`src/wgm_pkg.sv`:
```
`timescale 1ns / 1ps

package wgm_pkg;

	localparam int MAX_PATTERN_DEF = 32;
	localparam int CFG_DATA_W      = 64;
	localparam int CFG_INDEX_W     = 3;
	localparam int LEN_REG_W       = 6;

	typedef logic [7:0] char_t;

	localparam char_t STAR_CHAR  = 8'h2A;
	localparam char_t QMARK_CHAR = 8'h3F;

	typedef enum logic [CFG_INDEX_W-1:0] {
		REG_LENGTH,
		REG_BYTES_0_7,
		REG_BYTES_8_15,
		REG_BYTES_16_23,
		REG_BYTES_24_31
	} cfg_reg_t;

endpackage

```
`src/wgm_intf.sv`:
```
`timescale 1ns / 1ps

interface wgm_subject_if;
	import wgm_pkg::*;

	logic  valid;
	logic  ready;
	char_t subject_char;
	logic  has_char;
	logic  last;

	modport source (output valid, output subject_char, output has_char, output last,
		input ready);
	modport sink (input valid, input subject_char, input has_char, input last,
		output ready);
endinterface

interface wgm_result_if;
	logic valid;
	logic ready;
	logic matched;

	modport source (output valid, output matched, input ready);
	modport sink (input valid, input matched, output ready);
endinterface

```
`src/wildcard_glob_matcher.sv`:
```
`timescale 1ns / 1ps
// Channel   Role   Word
// subject   in     subject_char, has_char, last
// result    out    matched, one word per subject word with last set
// cfg       in     cfg_en, cfg_index, cfg_data, write only
//
// One subject word per cycle while the result does not stall; a matched word
// follows the last subject word through the input stage and result register.
// The alive-position vector updates through a single carry chain
// across the pattern. Reset clears the pattern and reloads the vector.
// A stalled result holds the input stage only when it holds a last word.

module wildcard_glob_matcher #(
	parameter int MAX_PATTERN = wgm_pkg::MAX_PATTERN_DEF
) (
	input  logic                            clk,
	input  logic                            arst_n,
	wgm_subject_if.sink                     subject,
	wgm_result_if.source                    result,
	input  logic                            cfg_en,
	input  logic [wgm_pkg::CFG_INDEX_W-1:0] cfg_index,
	input  logic [wgm_pkg::CFG_DATA_W-1:0]  cfg_data
);
	import wgm_pkg::*;

	localparam int VEC_W = MAX_PATTERN + 1;
	localparam int LEN_W = $clog2(MAX_PATTERN + 1);

	logic [LEN_W-1:0]       pat_len;
	char_t                  pat_byte [MAX_PATTERN];
	logic [MAX_PATTERN-1:0] star_mask;
	logic [MAX_PATTERN-1:0] lit_mask;
	logic [MAX_PATTERN-1:0] qmark_mask;
	logic [VEC_W-1:0]       init_vec;
	logic                   reinit;

	wgm_cfg #(
		.MAX_PATTERN(MAX_PATTERN)
	) u_cfg (
		.clk       (clk),
		.arst_n    (arst_n),
		.cfg_en    (cfg_en),
		.cfg_index (cfg_index),
		.cfg_data  (cfg_data),
		.pat_len   (pat_len),
		.pat_byte  (pat_byte),
		.star_mask (star_mask),
		.lit_mask  (lit_mask),
		.qmark_mask(qmark_mask),
		.init_vec  (init_vec),
		.reinit    (reinit)
	);

	wgm_core #(
		.MAX_PATTERN(MAX_PATTERN)
	) u_core (
		.clk       (clk),
		.arst_n    (arst_n),
		.subject   (subject),
		.result    (result),
		.pat_len   (pat_len),
		.pat_byte  (pat_byte),
		.star_mask (star_mask),
		.lit_mask  (lit_mask),
		.qmark_mask(qmark_mask),
		.init_vec  (init_vec),
		.reinit    (reinit)
	);

	a_stall_cause: assert property (@(posedge clk) disable iff (!arst_n)
		!subject.ready |-> (result.valid && !result.ready))
		else $error("subject stalled without a blocked result");

	a_result_origin: assert property (@(posedge clk) disable iff (!arst_n)
		$rose(result.valid) |-> $past(subject.valid && subject.ready && subject.last, 2))
		else $error("result without a last subject word");

	a_star_lit_split: assert property (@(posedge clk) disable iff (!arst_n)
		(star_mask & lit_mask) == '0)
		else $error("pattern position both wildcard and literal");

endmodule

```
`src/wgm_cfg.sv`:
```
`timescale 1ns / 1ps

module wgm_cfg #(
	parameter int MAX_PATTERN = wgm_pkg::MAX_PATTERN_DEF,
	localparam int VEC_W = MAX_PATTERN + 1,
	localparam int LEN_W = $clog2(MAX_PATTERN + 1)
) (
	input  logic                               clk,
	input  logic                               arst_n,
	input  logic                               cfg_en,
	input  logic [wgm_pkg::CFG_INDEX_W-1:0]    cfg_index,
	input  logic [wgm_pkg::CFG_DATA_W-1:0]     cfg_data,
	output logic [LEN_W-1:0]                   pat_len,
	output wgm_pkg::char_t                     pat_byte [MAX_PATTERN],
	output logic [MAX_PATTERN-1:0]             star_mask,
	output logic [MAX_PATTERN-1:0]             lit_mask,
	output logic [MAX_PATTERN-1:0]             qmark_mask,
	output logic [VEC_W-1:0]                   init_vec,
	output logic                               reinit
);
	import wgm_pkg::*;

	logic [LEN_REG_W-1:0] len_q;
	char_t                byte_q [MAX_PATTERN];
	logic [VEC_W-1:0]     star_x;
	logic [VEC_W-1:0]     seed;
	logic [VEC_W-1:0]     gen;
	logic [VEC_W-1:0]     sum;

	always_ff @(posedge clk or negedge arst_n) begin
		if (!arst_n) begin
			len_q <= '0;
			for (int k = 0; k < MAX_PATTERN; k++) begin
				byte_q[k] <= '0;
			end
		end else if (cfg_en) begin
			if (cfg_index == REG_LENGTH) begin
				len_q <= cfg_data[LEN_REG_W-1:0];
			end
			for (int k = 0; k < MAX_PATTERN; k++) begin
				if (cfg_index == CFG_INDEX_W'(int'(REG_BYTES_0_7) + k / 8)) begin
					byte_q[k] <= cfg_data[(k % 8) * 8 +: 8];
				end
			end
		end
	end

	assign reinit = cfg_en && (cfg_index <= REG_BYTES_24_31);

	// saturate an overlong length
	assign pat_len = (len_q > LEN_REG_W'(MAX_PATTERN)) ? LEN_W'(MAX_PATTERN)
		: LEN_W'(len_q);

	always_comb begin
		for (int i = 0; i < MAX_PATTERN; i++) begin
			pat_byte[i]   = byte_q[i];
			star_mask[i]  = (LEN_W'(i) < pat_len) && (byte_q[i] == STAR_CHAR);
			lit_mask[i]   = (LEN_W'(i) < pat_len) && (byte_q[i] != STAR_CHAR);
			qmark_mask[i] = (byte_q[i] == QMARK_CHAR);
		end
	end

	// closure over star runs as a carry chain
	assign star_x   = {1'b0, star_mask};
	assign seed     = VEC_W'(1);
	assign gen      = seed & star_x;
	assign sum      = star_x + gen;
	assign init_vec = seed | (sum ^ star_x ^ gen);

endmodule

```
`src/wgm_core.sv`:
```
`timescale 1ns / 1ps

module wgm_core #(
	parameter int MAX_PATTERN = wgm_pkg::MAX_PATTERN_DEF,
	localparam int VEC_W = MAX_PATTERN + 1,
	localparam int LEN_W = $clog2(MAX_PATTERN + 1)
) (
	input  logic                   clk,
	input  logic                   arst_n,
	wgm_subject_if.sink            subject,
	wgm_result_if.source           result,
	input  logic [LEN_W-1:0]       pat_len,
	input  wgm_pkg::char_t         pat_byte [MAX_PATTERN],
	input  logic [MAX_PATTERN-1:0] star_mask,
	input  logic [MAX_PATTERN-1:0] lit_mask,
	input  logic [MAX_PATTERN-1:0] qmark_mask,
	input  logic [VEC_W-1:0]       init_vec,
	input  logic                   reinit
);
	import wgm_pkg::*;

	logic                   valid_s1;
	char_t                  char_s1;
	logic                   has_s1;
	logic                   last_s1;
	logic                   res_valid_q;
	logic                   matched_q;
	logic [VEC_W-1:0]       alive_q;
	logic                   fresh_q;

	logic                   adv;
	logic [VEC_W-1:0]       alive;
	logic [MAX_PATTERN-1:0] hit;
	logic [VEC_W-1:0]       nv;
	logic [VEC_W-1:0]       star_x;
	logic [VEC_W-1:0]       gen;
	logic [VEC_W-1:0]       sum;
	logic [VEC_W-1:0]       closed;
	logic [VEC_W-1:0]       final_vec;

	assign adv           = valid_s1 && (!last_s1 || !res_valid_q || result.ready);
	assign subject.ready = !valid_s1 || adv;
	assign result.valid  = res_valid_q;
	assign result.matched = matched_q;

	assign alive = fresh_q ? init_vec : alive_q;

	always_comb begin
		for (int i = 0; i < MAX_PATTERN; i++) begin
			hit[i] = lit_mask[i] && (qmark_mask[i] || (pat_byte[i] == char_s1));
		end
	end

	assign nv        = ({1'b0, alive[MAX_PATTERN-1:0] & star_mask})
		| {alive[MAX_PATTERN-1:0] & hit, 1'b0};
	assign star_x    = {1'b0, star_mask};
	assign gen       = nv & star_x;
	assign sum       = star_x + gen;
	assign closed    = nv | (sum ^ star_x ^ gen);
	assign final_vec = has_s1 ? closed : alive;

	always_ff @(posedge clk or negedge arst_n) begin
		if (!arst_n) begin
			valid_s1 <= 1'b0;
		end else if (subject.ready) begin
			valid_s1 <= subject.valid;
		end
	end

	always_ff @(posedge clk) begin
		if (subject.ready && subject.valid) begin
			char_s1 <= subject.subject_char;
			has_s1  <= subject.has_char;
			last_s1 <= subject.last;
		end
	end

	always_ff @(posedge clk or negedge arst_n) begin
		if (!arst_n) begin
			fresh_q <= 1'b1;
			alive_q <= '0;
		end else if (reinit) begin
			fresh_q <= 1'b1;
		end else if (adv) begin
			if (last_s1) begin
				fresh_q <= 1'b1;
			end else if (has_s1) begin
				fresh_q <= 1'b0;
				alive_q <= closed;
			end
		end
	end

	always_ff @(posedge clk or negedge arst_n) begin
		if (!arst_n) begin
			res_valid_q <= 1'b0;
		end else if (adv && last_s1) begin
			res_valid_q <= 1'b1;
		end else if (result.ready) begin
			res_valid_q <= 1'b0;
		end
	end

	always_ff @(posedge clk) begin
		if (adv && last_s1) begin
			matched_q <= final_vec[pat_len];
		end
	end

endmodule

```
`src/flat_wrapper.sv`:
```
// flat-port wrapper written by rule: the top's interface ports become plain ports
module wildcard_glob_matcher_flat import wgm_pkg::*;
#(
	parameter int MAX_PATTERN = wgm_pkg::MAX_PATTERN_DEF
)
  (clk, arst_n, cfg_en, cfg_index, cfg_data, subject_valid, subject_subject_char, subject_has_char, subject_last, subject_ready, result_valid, result_matched, result_ready);
  wgm_subject_if subject_i ();
  wgm_result_if result_i ();
  input  logic clk;
  input  logic arst_n;
  input  logic cfg_en;
  input  logic [wgm_pkg::CFG_INDEX_W-1:0] cfg_index;
  input  logic [wgm_pkg::CFG_DATA_W-1:0] cfg_data;
  input wire logic [$bits(subject_i.valid)-1:0] subject_valid;
  input wire logic [$bits(subject_i.subject_char)-1:0] subject_subject_char;
  input wire logic [$bits(subject_i.has_char)-1:0] subject_has_char;
  input wire logic [$bits(subject_i.last)-1:0] subject_last;
  output wire logic [$bits(subject_i.ready)-1:0] subject_ready;
  output wire logic [$bits(result_i.valid)-1:0] result_valid;
  output wire logic [$bits(result_i.matched)-1:0] result_matched;
  input wire logic [$bits(result_i.ready)-1:0] result_ready;
  assign subject_i.valid = subject_valid;
  assign subject_i.subject_char = subject_subject_char;
  assign subject_i.has_char = subject_has_char;
  assign subject_i.last = subject_last;
  assign subject_ready = subject_i.ready;
  assign result_valid = result_i.valid;
  assign result_matched = result_i.matched;
  assign result_i.ready = result_ready;
  wildcard_glob_matcher #(.MAX_PATTERN(MAX_PATTERN)) u_core (.clk(clk), .arst_n(arst_n), .subject(subject_i), .result(result_i), .cfg_en(cfg_en), .cfg_index(cfg_index), .cfg_data(cfg_data));
endmodule
```
`config.mk`:
```
export PLATFORM = sky130hd
export DESIGN_NAME = wildcard_glob_matcher_flat
export DESIGN_NICKNAME = d
export VERILOG_FILES = /design/src/wgm_pkg.sv /design/src/wgm_intf.sv /design/src/wildcard_glob_matcher.sv /design/src/wgm_cfg.sv /design/src/wgm_core.sv /design/src/flat_wrapper.sv
export SDC_FILE = /design/constraint.sdc
export NUM_CORES = 1
export LEC_CHECK = 0
export ABC_AREA = 1
export BUFFER_PORTS_ARGS = -buffer_cell sky130_fd_sc_hd__buf_2
export CORE_MARGIN = 3
export CORE_UTILIZATION = 25
export CTS_BUF_LIST = sky130_fd_sc_hd__clkbuf_8
export DETAILED_ROUTE_END_ITERATION = 16
export PLACE_DENSITY = 0.48
export REMOVE_ABC_BUFFERS = 1
export SYNTH_ARGS = -nofsm -noshare
export SYNTH_HDL_FRONTEND = slang
export SYNTH_SLANG_ARGS = --single-unit
```
`constraint.sdc`:
```
create_clock -name clk -period 7.3 [get_ports clk]
set_input_delay 1.46 -clock clk [delete_from_list [all_inputs] [get_ports clk]]
set_output_delay 1.46 -clock clk [all_outputs]
set_load 0.05 [all_outputs]
```
==> flow_metrics.env <==
export IMPL_critPathTopFamily="simple AND/OR/NAND/NOR gates"
export IMPL_r2r_cells=28
export IMPL_synth_top_cells_by_count="nand2_1 (988), inv_1 (367), o21ai_0 (334)"
export IMPL_antenna_found_initial=3
export IMPL_die_area_mm2=0.0930
export IMPL_first_iter_violations=1921
export IMPL_floorplan_initialDensity_pct=25.2
export IMPL_crit_top_cell="nand2_1"
export IMPL_async_flop_share_pct=96.4
export IMPL_leakage_nw=11.8
export IMPL_io_buffers=84
export IMPL_finalHoldViolations=0
export IMPL_yosysTopAreaCellShare_pct=33.3
export IMPL_pre_cts_ws_ns=2.38
export IMPL_finalSetupViolCount=0
export IMPL_post_route_drc_count=0
export IMPL_synth_seq_cells=309
export IMPL_rsz0062_at_grt="no"
export IMPL_switching_share_pct=36.7
export IMPL_cp_depth=28
export IMPL_grt_pass1_vias=21800
export IMPL_ys_types=64
export IMPL_finalMaxSlewViolations=0
export IMPL_worst_clock_skew_ns=0.0376
export IMPL_synth_area_top_cells="dfrtp_1 (33%), nand2_1 (17%), o21ai_0 (7.5%)"
export IMPL_p_seq_share_pct=42.3
export IMPL_setup_worst_path_class="flop to flop"
export IMPL_cts_tree="built"
export IMPL_maxCapViolCount=0
export IMPL_via_per_inst=4.84
export IMPL_synth_ff_type="dfrtp_1"
export IMPL_rows=109
export IMPL_synth_warnings=0
export IMPL_die_h_um=305
export IMPL_crit_required_ns=7.72
export IMPL_cts_max_path_buffers=3
export IMPL_vias=22500
export IMPL_postCtsSetupBuffers=0
export IMPL_slew_headroom_pct=12.3
export IMPL_critPathMaxFanout=12
export IMPL_h_tree_depth=2
export IMPL_yosysTopAreaCell="dfrtp_1"
export IMPL_finalCriticalPeriod_ns=5.07
export IMPL_status="finished, final reports clean"
export IMPL_critPathLaunchType="flop"
export IMPL_power_internal_mw=3.58
export IMPL_max_stage_delay_ns=0.74
export IMPL_crit_buf_inv=4
export IMPL_avgSynthCellArea_um2=6.63
export IMPL_ios=85
export IMPL_ant_nets=0
export IMPL_fmax_ghz=0.197
export IMPL_clkPwrFrac_pct=33.7
export IMPL_setup_tns_ns=0
export IMPL_fin_crit_sh_pct=69.4
export IMPL_hold_depth=2
export IMPL_cts_root_buffer="clkbuf_8"
export IMPL_ir_drop_mv=0.126
export IMPL_layout_cells_non_filler=4640
export IMPL_grt_pass1_wl_um=138000
export IMPL_grt_max_degree=117
export IMPL_p_per_area_mw_per_mm2=224
export IMPL_yosysMostFrequentCell="nand2_1"
export IMPL_dp_hpwl_um=67900
export IMPL_cts_inserted_buffers=58
export IMPL_numClockSinks=309
export IMPL_synthToLayoutAreaGrowth_pct=13.2
export IMPL_worst_slew_pin_slew_ns=1.30
export IMPL_core_area_mm2=0.0885
export IMPL_track_usage_pct=19.3
export IMPL_grt_overflow=0
export IMPL_critPathArrivalTime_ns=5.48
export IMPL_worstSetupEndpointType="flop"
export IMPL_die_x_um=305
export IMPL_clkTransAtPathRegs_ns=0.07
export IMPL_setup_ws_ns=2.23
export IMPL_postCtsHoldBufs=0
export IMPL_yosysSeqAreaShare_pct=34.9
export IMPL_power_frac_comb_pct=24.0
export IMPL_postCtsResizedCells=0
export IMPL_slowest_stage="o21ai_2"
export IMPL_switching_power_mw=2.08
export IMPL_clkLatencyLatePin_ns=0.69
export IMPL_dp_cells=4531
export IMPL_syn_area_mm2=0.0223
export IMPL_synth_edf_count=11
export IMPL_drive_gt1_share_pct=12.7
export IMPL_syn_inst=3369
export IMPL_wl_per_cell_um=19.7
export IMPL_layout_nets=3510
export IMPL_first_pass_iters=6
export IMPL_drt_wl_total_um=91300
export IMPL_whs_ns=0.483
export IMPL_hold_class="flop to flop"
export IMPL_place_congestion=1.02
==> per-layer routing <==
layer  routed length (um)  track usage (%)  part of all wire (%)
met3                 4600             2.40                   5.0
met2                41500             31.6                    45
met4                 4750             9.49                   5.2
met1                40400             25.2                    44
met5                   13                0                 0.014
==> metrics by stage <==
step	power, mW	utilization, %	cell area [um2]
6_report	5.66	28.6	25300
5_1_grt	6.04	28.6	25300
4_1_cts	5.72	28.6	25300
3_5_place_dp	3.78	27.1	24000
3_3_place_gp	3.77	27.1	24000
2_1_floorplan	3.28	-	21800
==> cell families (layout without fill, tap and decap cells) <==
| logic type | after synthesis | after routing | share of synthesized area (%) |
|---|---|---|---|
| AO/OA/AOI/OAI | 491 | 491 | 12.1 |
| other | 0 | 1 | 0 |
| adder cells (fa/ha/maj) | 2 | 2 | 0.112 |
| buffers and inverters | 534 | 639 | 9.42 |
| XOR/XNOR | 133 | 133 | 5.21 |
| flip-flops | 309 | 309 | 34.9 |
| AND/OR/NAND/NOR | 1900 | 1900 | 38.3 |
==> power groups by stage <==
stage          Combinational [mW]  Sequential [mW]  Clock, mW
2_1_floorplan               0.932             2.35          0
3_3_place_gp                 1.35             2.42          0
3_5_place_dp                 1.36             2.42          0
4_1_cts                      1.36             2.39       1.96
5_1_grt                      1.56             2.45       2.04
6_report                     1.36             2.40       1.91
==> worst paths after layout <==
check | end | slack (ns) | from
worst min register to register | u_core.u_core.alive_q[3] | 0.48 | u_core.u_core.alive_q[3]
worst min-delay path | u_core.u_core.alive_q[3] | 0.48 | u_core.u_core.alive_q[3]
min in group asynchronous | u_core.u_cfg.pat_byte[35] | 0.88 | arst_n
worst max-delay path | u_core.u_core.result.matched | 2.23 | u_core.u_cfg.len_q[1]
worst max register to register | u_core.u_core.result.matched | 2.23 | u_core.u_cfg.len_q[1]
max in group asynchronous | u_core.u_core.alive_q[7] | 4.90 | arst_n
==> registers in the layout (all words and copies together), names as in the netlist, 6 cells and up <==
signal / flops
u_core.u_core.char_s1: 8
u_core.u_cfg.len_q: 6
u_core.u_cfg.pat_byte: 256
u_core.u_core.alive_q: 33
==> layout make-up <==
class / instances / area [um2]
Antenna cell: 1 / 2.50
Clock buffer: 77 / 1060
Clock inverter: 31 / 235
Fill cell: 9885 / 63200
Inverter: 412 / 1560
Multi-Input combinational cell: 2526 / 12500
Sequential cell: 309 / 7790
Tap cell: 1165 / 1460
Timing Repair Buffer: 119 / 718
==> layout by cell type (no fill, tap or decap), drive strengths merged, types with 4 or more instances in the layout <==
cell type,synthesis,layout
a21oi,71,71
a22oi,4,4
a31oi,9,9
a41oi,5,5
buf,39,119
clkbuf,83,77
clkinv,5,16
dfrtp,297,297
edfxtp,11,11
inv,407,422
nand2,1040,1040
nand3,221,221
nand3b,12,12
nand4,110,110
nor2,356,356
nor3,71,71
nor3b,4,4
nor4,29,29
o2111ai,6,6
o211ai,7,7
o21ai,360,360
o21bai,7,7
o221ai,5,5
o31ai,4,4
or2,54,54
xnor2,97,97
xor2,36,36
==> worst min-delay path: cells and delay by family (launching register included) <==
family	cells	cell delay, ns
flops	1	0.34
simple gates	2	0.11
Power figures use the tool's default switching activity.
